File: config.mk
export PLATFORM = sky130hd
export DESIGN_NAME = shell_then_insertion_sorter_unit
export DESIGN_NICKNAME = d
export VERILOG_FILES = /design/src/design/stis_pkg.sv /design/src/design/shell_then_insertion_sorter_unit.sv /design/src/design/stis_datapath.sv /design/src/design/stis_ctrl.sv
export SDC_FILE = /design/constraint.sdc
export NUM_CORES = 2
export LEC_CHECK = 0
export BUFFER_PORTS_ARGS = -buffer_cell sky130_fd_sc_hd__buf_2
export CORE_MARGIN = 10
export CORE_UTILIZATION = 55
export DETAILED_ROUTE_END_ITERATION = 7
export PLACE_DENSITY_LB_ADDON = 0.3
export SLEW_MARGIN = 20
export SYNTH_ARGS = -nofsm -noshare
export SYNTH_HDL_FRONTEND = slang
export SYNTH_SLANG_ARGS = --single-unit
File: constraint.sdc
create_clock -name clk -period 6 [get_ports clk]
set_input_delay 0.6 -clock clk [delete_from_list [all_inputs] [get_ports clk]]
set_output_delay 0.6 -clock clk [all_outputs]
set_load 0.01 [all_outputs]
File: src/design/stis_pkg.sv
package stis_pkg;
  localparam int MAX_ELEMS = 64;
  localparam int KEY_WIDTH = 32;
  localparam int IDX_W     = $clog2(MAX_ELEMS);
  localparam int CNT_W     = IDX_W + 1;
  localparam int TAG_W     = 6;

  typedef logic [KEY_WIDTH-1:0] key_t;
  typedef logic [CNT_W-1:0]     cnt_t;

  // Datapath commands from the controller.
  typedef struct packed {
    logic             load;      // write incoming key at fill position
    logic             clr_fill;  // end of run
    logic             rd_en;     // read key/tag at rd_addr
    logic [IDX_W-1:0] rd_addr;
    logic             hold_k;    // capture read data as the element in hand
    logic             wr_en;
    logic [IDX_W-1:0] wr_addr;
    logic             wr_sel_k;  // 1 writes the element in hand, 0 the last read data
  } dp_cmd_t;

  typedef struct packed {
    cnt_t count;
    logic overflow;
    key_t rd_key;  // biased key, unsigned order
    key_t k_key;
  } dp_sts_t;
endpackage

File: src/design/shell_then_insertion_sorter_unit.sv
// Sorts up to 64 signed keys per run, ascending, each tagged with its arrival
// position. Keys are taken one per cycle until a transfer with in_is_last; further
// keys past capacity are dropped and flag out_truncated. The sort then runs on a
// one-read, one-write key/tag memory walked by a controller: gapped-insertion
// passes compare and shift with the gap, each binary search probe reads the
// midpoint and then compares, and each insertion shift reads one element and
// writes it one place up. Results stream out, each read and then held until the
// output register is free. Mode 1 (cfg_wdata under cfg_we) skips gapped passes.
module shell_then_insertion_sorter_unit
  import stis_pkg::*;
(
  input  logic                 clk,
  input  logic                 rst_n,
  input  logic                 cfg_we,
  input  logic                 cfg_wdata,
  input  logic                 in_valid,
  output logic                 in_ready,
  input  logic [KEY_WIDTH-1:0] in_key_in,
  input  logic                 in_is_last,
  output logic                 out_valid,
  input  logic                 out_ready,
  output logic [KEY_WIDTH-1:0] out_key_out,
  output logic [TAG_W-1:0]     out_source_index,
  output logic                 out_last_out,
  output logic                 out_truncated
);
  localparam key_t SIGN = {1'b1, {(KEY_WIDTH-1){1'b0}}};

  logic             mode_r;
  dp_cmd_t          cmd;
  dp_sts_t          sts;
  logic [TAG_W-1:0] rd_tag;
  logic             fire, last, free;
  logic             ov_r, ov_nxt;

  always_ff @(posedge clk) begin
    if (!rst_n) mode_r <= 1'b0;
    else if (cfg_we) mode_r <= cfg_wdata;
  end

  stis_datapath u_dp (
    .clk, .rst_n, .in_valid, .in_ready, .in_key_in,
    .cmd, .sts, .rd_tag
  );

  stis_ctrl u_ctrl (
    .clk, .rst_n, .in_valid, .in_is_last, .in_ready,
    .mode(mode_r), .sts, .cmd, .out_fire(fire), .out_last(last), .out_free(free)
  );

  assign free   = !ov_r || out_ready;
  assign ov_nxt = fire ? 1'b1 : (out_ready ? 1'b0 : ov_r);

  always_ff @(posedge clk) begin
    if (!rst_n) ov_r <= 1'b0;
    else ov_r <= ov_nxt;
    if (fire) begin
      out_key_out      <= sts.rd_key ^ SIGN;
      out_source_index <= rd_tag;
      out_last_out     <= last;
      out_truncated    <= sts.overflow;
    end
  end

  assign out_valid = ov_r;

`ifndef NO_ASSERTIONS
  a_out_hold: assert property (@(posedge clk) disable iff (!rst_n)
    out_valid && !out_ready |=> out_valid && $stable(out_key_out))
    else $error("result changed while stalled");
  a_no_input_emit: assert property (@(posedge clk) disable iff (!rst_n)
    fire |-> !in_ready) else $error("emit while loading");
  a_single: assert property (@(posedge clk) disable iff (!rst_n)
    fire |-> free) else $error("result overwritten");
`endif
endmodule

File: src/design/stis_datapath.sv
module stis_datapath
  import stis_pkg::*;
(
  input  logic             clk,
  input  logic             rst_n,
  input  logic             in_valid,
  input  logic             in_ready,
  input  logic [KEY_WIDTH-1:0] in_key_in,
  input  dp_cmd_t          cmd,
  output dp_sts_t          sts,
  output logic [TAG_W-1:0] rd_tag
);
  localparam key_t SIGN = {1'b1, {(KEY_WIDTH-1){1'b0}}};

  key_t             key_mem [MAX_ELEMS];
  logic [TAG_W-1:0] tag_mem [MAX_ELEMS];
  key_t             rd_key_r, k_key_r;
  logic [TAG_W-1:0] rd_tag_r, k_tag_r;
  cnt_t             count_r, count_nxt;
  logic             ovf_r, ovf_nxt;
  logic             take;
  logic             full;

  assign take = in_valid && in_ready;
  assign full = (count_r == cnt_t'(MAX_ELEMS));

  always_comb begin
    count_nxt = count_r;
    ovf_nxt   = ovf_r;
    if (cmd.clr_fill) begin
      count_nxt = '0;
      ovf_nxt   = 1'b0;
    end else if (take) begin
      if (full) ovf_nxt = 1'b1;
      else count_nxt = count_r + cnt_t'(1);
    end
  end

  always_ff @(posedge clk) begin
    if (!rst_n) begin
      count_r <= '0;
      ovf_r   <= 1'b0;
    end else begin
      count_r <= count_nxt;
      ovf_r   <= ovf_nxt;
    end
  end

  always_ff @(posedge clk) begin
    if (take && !full) begin
      key_mem[count_r[IDX_W-1:0]] <= in_key_in ^ SIGN;
      tag_mem[count_r[IDX_W-1:0]] <= TAG_W'(count_r);
    end else if (cmd.wr_en) begin
      key_mem[cmd.wr_addr] <= cmd.wr_sel_k ? k_key_r : rd_key_r;
      tag_mem[cmd.wr_addr] <= cmd.wr_sel_k ? k_tag_r : rd_tag_r;
    end
    if (cmd.rd_en) begin
      rd_key_r <= key_mem[cmd.rd_addr];
      rd_tag_r <= tag_mem[cmd.rd_addr];
    end
    if (cmd.hold_k) begin
      k_key_r <= rd_key_r;
      k_tag_r <= rd_tag_r;
    end
  end

  assign sts.count    = count_r;
  assign sts.overflow = ovf_r;
  assign sts.rd_key   = rd_key_r;
  assign sts.k_key    = k_key_r;
  assign rd_tag       = rd_tag_r;

`ifndef NO_ASSERTIONS
  a_count_bound: assert property (@(posedge clk) disable iff (!rst_n)
    count_r <= cnt_t'(MAX_ELEMS)) else $error("fill count beyond capacity");
  a_ovf_full: assert property (@(posedge clk) disable iff (!rst_n)
    ovf_r |-> full) else $error("overflow without full store");
  a_no_clash: assert property (@(posedge clk) disable iff (!rst_n)
    cmd.wr_en |-> !take) else $error("sort write during load");
`endif
endmodule

File: src/design/stis_ctrl.sv
module stis_ctrl
  import stis_pkg::*;
(
  input  logic    clk,
  input  logic    rst_n,
  input  logic    in_valid,
  input  logic    in_is_last,
  output logic    in_ready,
  input  logic    mode,
  input  dp_sts_t sts,
  output dp_cmd_t cmd,
  output logic    out_fire,    // present read data as a result
  output logic    out_last,
  input  logic    out_free     // result register can take a result
);
  localparam logic [3:0] S_LOAD  = 4'd0;
  localparam logic [3:0] S_GAPI  = 4'd1;   // compute largest gap
  localparam logic [3:0] S_GOUT  = 4'd2;   // read outer element
  localparam logic [3:0] S_GK    = 4'd3;   // hold it, read pos-gap
  localparam logic [3:0] S_GCMP  = 4'd4;   // compare / shift
  localparam logic [3:0] S_BOUT  = 4'd5;
  localparam logic [3:0] S_BK    = 4'd6;
  localparam logic [3:0] S_BCMP  = 4'd7;   // binary search step
  localparam logic [3:0] S_SHRD  = 4'd8;   // read j-1
  localparam logic [3:0] S_SHWR  = 4'd9;   // write j
  localparam logic [3:0] S_EMRD  = 4'd10;
  localparam logic [3:0] S_EMWT  = 4'd11;
  localparam logic [3:0] S_BS    = 4'd12;  // issue mid read

  logic [3:0] st_r, st_nxt;
  cnt_t n_r, n_nxt, gap_r, gap_nxt, outer_r, outer_nxt, pos_r, pos_nxt;
  cnt_t lo_r, lo_nxt, hi_r, hi_nxt;
  cnt_t mid;
  cnt_t n_div3;

  assign mid = lo_r + ((hi_r - lo_r) >> 1);
  // n/3 for n up to MAX_ELEMS: reciprocal multiply with a small constant.
  assign n_div3 = cnt_t'((32'(n_r) * 32'd43691) >> 17);

  assign in_ready = (st_r == S_LOAD);

  always_comb begin
    st_nxt = st_r; n_nxt = n_r; gap_nxt = gap_r; outer_nxt = outer_r;
    pos_nxt = pos_r; lo_nxt = lo_r; hi_nxt = hi_r;
    cmd = '0;
    out_fire = 1'b0;
    out_last = 1'b0;
    case (st_r)
      S_LOAD: begin
        if (in_valid && in_is_last) begin
          n_nxt   = (sts.count == cnt_t'(MAX_ELEMS)) ? sts.count : sts.count + cnt_t'(1);
          gap_nxt = cnt_t'(1);
          st_nxt  = S_GAPI;
        end
      end
      S_GAPI: begin
        if (n_r <= cnt_t'(1)) begin
          outer_nxt = '0; st_nxt = S_EMRD;
        end else if (mode) begin
          outer_nxt = cnt_t'(1); st_nxt = S_BOUT;
        end else if (gap_r < n_div3) begin
          gap_nxt = cnt_t'(gap_r * cnt_t'(3) + cnt_t'(1));
        end else if (gap_r > cnt_t'(1)) begin
          outer_nxt = gap_r; st_nxt = S_GOUT;
        end else begin
          outer_nxt = cnt_t'(1); st_nxt = S_BOUT;
        end
      end
      S_GOUT: begin
        if (outer_r >= n_r) begin
          // (gap-1)/3 by reciprocal multiply, exact over the whole count range.
          gap_nxt = cnt_t'((14'(gap_r - cnt_t'(1)) * 14'd43) >> 7);
          if (gap_nxt > cnt_t'(1)) outer_nxt = gap_nxt;
          else begin
            outer_nxt = cnt_t'(1); st_nxt = S_BOUT;
          end
        end else begin
          cmd.rd_en = 1'b1; cmd.rd_addr = outer_r[IDX_W-1:0];
          pos_nxt = outer_r; st_nxt = S_GK;
        end
      end
      S_GK: begin
        cmd.hold_k = 1'b1;
        cmd.rd_en = 1'b1; cmd.rd_addr = IDX_W'(pos_r - gap_r);
        st_nxt = S_GCMP;
      end
      S_GCMP: begin
        if (pos_r >= gap_r && sts.rd_key > sts.k_key) begin
          cmd.wr_en = 1'b1; cmd.wr_addr = pos_r[IDX_W-1:0];
          pos_nxt = pos_r - gap_r;
          if (pos_nxt >= gap_r) begin
            cmd.rd_en = 1'b1; cmd.rd_addr = IDX_W'(pos_nxt - gap_r);
          end
        end else begin
          cmd.wr_en = 1'b1; cmd.wr_addr = pos_r[IDX_W-1:0]; cmd.wr_sel_k = 1'b1;
          outer_nxt = outer_r + cnt_t'(1); st_nxt = S_GOUT;
        end
      end
      S_BOUT: begin
        if (outer_r >= n_r) begin
          outer_nxt = '0; st_nxt = S_EMRD;
        end else begin
          cmd.rd_en = 1'b1; cmd.rd_addr = outer_r[IDX_W-1:0];
          lo_nxt = '0; hi_nxt = outer_r; st_nxt = S_BK;
        end
      end
      S_BK: begin
        cmd.hold_k = 1'b1; st_nxt = S_BS;
      end
      S_BS: begin
        if (lo_r < hi_r) begin
          cmd.rd_en = 1'b1; cmd.rd_addr = mid[IDX_W-1:0]; st_nxt = S_BCMP;
        end else begin
          pos_nxt = outer_r; st_nxt = S_SHRD;
        end
      end
      S_BCMP: begin
        if (sts.rd_key > sts.k_key) hi_nxt = mid;
        else lo_nxt = mid + cnt_t'(1);
        st_nxt = S_BS;
      end
      S_SHRD: begin
        if (pos_r > lo_r) begin
          cmd.rd_en = 1'b1; cmd.rd_addr = IDX_W'(pos_r - cnt_t'(1)); st_nxt = S_SHWR;
        end else begin
          cmd.wr_en = 1'b1; cmd.wr_addr = lo_r[IDX_W-1:0]; cmd.wr_sel_k = 1'b1;
          outer_nxt = outer_r + cnt_t'(1); st_nxt = S_BOUT;
        end
      end
      S_SHWR: begin
        cmd.wr_en = 1'b1; cmd.wr_addr = pos_r[IDX_W-1:0];
        pos_nxt = pos_r - cnt_t'(1); st_nxt = S_SHRD;
      end
      S_EMRD: begin
        cmd.rd_en = 1'b1; cmd.rd_addr = outer_r[IDX_W-1:0]; st_nxt = S_EMWT;
      end
      S_EMWT: begin
        if (out_free) begin
          out_fire = 1'b1;
          out_last = (outer_r + cnt_t'(1) == n_r);
          outer_nxt = outer_r + cnt_t'(1);
          if (out_last) begin
            cmd.clr_fill = 1'b1; st_nxt = S_LOAD;
          end else st_nxt = S_EMRD;
        end
      end
      default: st_nxt = S_LOAD;
    endcase
  end

  always_ff @(posedge clk) begin
    if (!rst_n) st_r <= S_LOAD;
    else st_r <= st_nxt;
    n_r <= n_nxt; gap_r <= gap_nxt; outer_r <= outer_nxt;
    pos_r <= pos_nxt; lo_r <= lo_nxt; hi_r <= hi_nxt;
  end

`ifndef NO_ASSERTIONS
  a_load_only_idle: assert property (@(posedge clk) disable iff (!rst_n)
    (cmd.wr_en || cmd.rd_en) |-> st_r != S_LOAD) else $error("store access while loading");
  a_emit_after_read: assert property (@(posedge clk) disable iff (!rst_n)
    out_fire |-> $past(st_r) == S_EMRD || $past(st_r) == S_EMWT)
    else $error("result without a read");
  a_bs_bounds: assert property (@(posedge clk) disable iff (!rst_n)
    st_r == S_BCMP |-> lo_r < hi_r) else $error("search range empty");
`endif
endmodule
==> results.sh <==
export IMPL_drt_wl_total_um=336000
export IMPL_detail_route_wl_per_cell_um=31.1
export IMPL_crit_slowest_cell="fa_1"
export IMPL_avgViaCountPerCell=6.62
export IMPL_initial_utilization_pct=55.2
export IMPL_outcome="finished clean"
export IMPL_cts_sinks=2604
export IMPL_gp_congestion=0.913
export IMPL_clock_root_buffer="clkbuf_16"
export IMPL_cp_max_fo=33
export IMPL_finalSetupViolCount=0
export IMPL_holdCritStartpoint="rst_n"
export IMPL_async_flop_share_pct=0
export IMPL_fillCellCount=13500
export IMPL_synth_area_leaders="edfxtp_1 73%, nand2_1 5.6%, mux2i_1 4.7%"
export IMPL_irDropWorstVdd_v=0.000938
export IMPL_min_path_type="in2reg"
export IMPL_relSlewSlack_pct=23.2
export IMPL_rr_startpoint="u_ctrl.pos_r[0]"
export IMPL_share_comb_of_total_power_pct=38.3
export IMPL_yosysTopAreaCellShare_pct=72.5
export IMPL_ys_warn_count=0
export IMPL_hold_path_depth=2
export IMPL_slowest_delay_ns=0.41
export IMPL_fin_crit_ns=5.85
export IMPL_syn_to_final_growth_pct=15.5
export IMPL_ant_nets=0
export IMPL_sw_frac_of_total_pct=37.3
export IMPL_clock_skew_ns=0.0799
export IMPL_drt_pass1_iterations=6
export IMPL_vias=71600
export IMPL_synth_edf_count=2590
export IMPL_arrival_ns=6.52
export IMPL_crit_required_ns=6.66
export IMPL_synth_area_per_cell_um2=14.1
export IMPL_crit_type="reg2reg"
export IMPL_grt_pass1_wl_um=476000
export IMPL_fmax_mhz=171
export IMPL_end_kind="flip-flop"
export IMPL_rr_endpoint="u_dp.rd_key_r[23]"
export IMPL_tightest_slew_ns=1.15
export IMPL_drtIter0Drc=12100
export IMPL_die_area_um2=213000
export IMPL_multi_input_area_um2=27900
export IMPL_grt_use_total_pct=30.6
export IMPL_fp_dieH_um=462
export IMPL_port_buffers=80
export IMPL_critPathLaunchType="flip-flop"
export IMPL_grt_max_degree=95
export IMPL_hold_viol=0
export IMPL_tritoncts="done"
export IMPL_antenna_found_initial=15
export IMPL_dieWidth_um=462
export IMPL_p_switching_mw=23.5
export IMPL_drc_errors=0
export IMPL_ys_ff_latch=2604
export IMPL_power_density_nw_per_um2=508
export IMPL_clk_latency_ns=0.95
export IMPL_rows=162
export IMPL_p_total_mw=62.9
export IMPL_grt_pass1_vias=68600
export IMPL_crit_chain="inv_1 > ha_1 > inv_1 > fa_1 > a21o_1 > a21oi_1 > o21bai_1 > a21oi_1 > xnor2_1 > ha_1 > nor3_1 > o21ai_0 > o211a_1 > and2_1 > a31oi_4 > buf_12 > buf_12 > buf_4 > mux2i_1 > mux2i_1 > a22oi_1 > nand3_1 > and3_1"
export IMPL_ff2ff_path_depth=23
export IMPL_max_cap_violations=0
export IMPL_synth_area_um2=107000
export IMPL_dp_hpwl_um=196000
export IMPL_power_frac_seq_pct=36.1
export IMPL_syn_num_nets=7869
export IMPL_globalRoute_totalOverflow=0
export IMPL_ff2ff_setup_slack_ns=0.15
export IMPL_cts_buffers_inserted=275
export IMPL_internal_power_mw=39.4
export IMPL_fin_nets=8315
export IMPL_core_um2=194000
export IMPL_synth_flop_cell="edfxtp_1"
export IMPL_ioPinCount=81
export IMPL_yosysSeqAreaShare_pct=72.8
export IMPL_clock_path_buffers=4
export IMPL_min_to="out_valid"
export IMPL_fin_util_pct=63.7
export IMPL_stdcell_area_um2=124000
export IMPL_timing_final_crit_share_pct=97.6
export IMPL_placed_area_um2=115000
export IMPL_yosysUniqueCellTypes=83
export IMPL_pwr_share_clk_pct=25.6
export IMPL_syn_inst=7630
export IMPL_seq_area_um2=78100
export IMPL_drive_above_1_share_pct=13.5
export IMPL_leakagePower_nw=43.4
export IMPL_clk_pin_slew_ns=0.06
export IMPL_cts_max_level=5
export IMPL_slew_violations=0
export IMPL_yosys_area_top_type="edfxtp_1"
critical path, delay by kind of cell (launching register included):
kind | cells | cell delay, ns
fa+ha+maj | 3 | 0.80
compound gates | 8 | 1.80
xor+xnor | 1 | 0.11
buf+inv | 5 | 1.01
simple gates | 4 | 1.16
flops | 1 | 0.38
mux | 2 | 0.32
power by group through the flow:
stage	combinational (mW)	clock, mW	sequential (mW)
after floorplan	13.6	0	22.9
after global placement	22.7	0	23.0
final	24.1	16.1	22.7
after global routing	25.6	16.9	22.7
after detailed placement	23.0	0	23.0
after CTS	23.1	16.1	22.7
what timing repair did:
action | CTS | global route
setup endpoints to repair | 11 | 33
buffers inserted | 0 | 9
hold buffers | 2 | 0
pin swaps | 0 | 6
cloned | 0 | 1
resized for setup | 2 | 41
hold endpoints to repair | 1 | 0
kinds of logic after synthesis:
kind of cell    count (synthesis)  share of synthesized area (%)
flops                        2604                           72.8
simple gates                 2358                           9.37
compound gates               1318                           7.46
buf+inv                       557                           2.41
mux                           515                           4.81
fa+ha+maj                     200                           2.53
xor+xnor                       78                          0.637
layer usage:
layer	vias up	global-route usage, %	share of wire [%]
li1	29600	-	-
met1	35300	41.2	35
met2	5585	46.8	45
met3	1021	8.52	15
met4	14	13.7	5.2
met5	-	0	0.027
state kept, by name (all words and copies together) (netlist names):
register	count
mode_r	1
out_key_out	32
out_last_out	1
out_source_index	6
out_truncated	1
out_valid	1
u_ctrl.gap_r	7
u_ctrl.hi_r	7
u_ctrl.lo_r	7
u_ctrl.n_r	7
u_ctrl.outer_r	7
u_ctrl.pos_r	7
u_ctrl.st_r	4
u_dp.count_r	7
u_dp.k_key_r	32
u_dp.k_tag_r	6
u_dp.key_mem	2048
u_dp.ovf_r	1
u_dp.rd_key_r	32
u_dp.rd_tag	6
u_dp.tag_mem	384
final cells by class:
type / count / share of cell area (%)
clock inverters: 106 / 0.725
clock buffers: 357 / 5.96
diodes: 5 / 0.0101
well taps: 2542 / 2.57
flip-flops and latches: 2604 / 63.0
inverters: 128 / 0.388
multi-input cells: 4470 / 22.5
repair buffers: 597 / 4.85
worst max path at each step:
| stage | to | startpoint | cells after the start | slack (ns) |
|---|---|---|---|---|
| after detailed placement | u_ctrl.st_r[0] | u_ctrl.n_r[5] | 27 | -0.07 |
| after global placement | u_ctrl.st_r[0] | u_ctrl.n_r[5] | 27 | -0.06 |
| after global routing | u_dp.rd_key_r[4] | u_ctrl.pos_r[0] | 22 | -0.08 |
| after floorplan | u_dp.key_mem[0][10] | u_dp.rd_key_r[15] | 14 | 0.03 |
| final | u_dp.rd_key_r[23] | u_ctrl.pos_r[0] | 23 | 0.15 |
| after CTS | u_dp.rd_key_r[4] | u_ctrl.pos_r[0] | 20 | 0.03 |
cell usage in the layout (no fill, tap or decap), drive strengths merged, types with 17 or more instances in the layout:
cell type	instances
nand4	60
o221ai	49
o21ai	116
nor2	165
a2111oi	55
nand3	213
o211ai	20
o22a	17
xnor2	49
edfxtp	2590
and3	26
clkbuf	357
a21o	18
clkinv	81
inv	131
a32oi	22
buf	595
nand2b	19
mux2i	508
fa	28
nor3	48
a31oi	41
nand2	1606
nor4	160
ha	172
a21oi	665
xor2	29
o21a	21
a22oi	27
nor2b	17
o22ai	187
per-stage QoR:
step	TNS, ns	hold slack [ns]	cells	setup WS, ns
final	0	0.0737	10800	0.146
after CTS	0	0.0437	10800	0.0284
after global routing	-0.0981	0.0790	10800	-0.0814
after global placement	-0.531	0.434	10300	-0.0581
after detailed placement	-0.504	0.433	10300	-0.0747
after floorplan	0	0.409	7630	0.0265
synth_stat cells (28+ instances only):
cell type  number
o21ai_0       111
xor2_1         29
inv_1         128
buf_4          35
o221ai_1       49
nor2_1        165
a2111oi_0      54
nor3_1         47
o22ai_1       187
xnor2_1        49
fa_1           28
nand4_1        60
a31oi_1        39
nand2_1      1605
a21oi_1       662
edfxtp_1     2590
mux2i_1       508
clkbuf_1      152
nand3_1       213
nor4_1        159
buf_2         216
ha_1          172
Note: power is estimated with default switching activity, not from simulation.
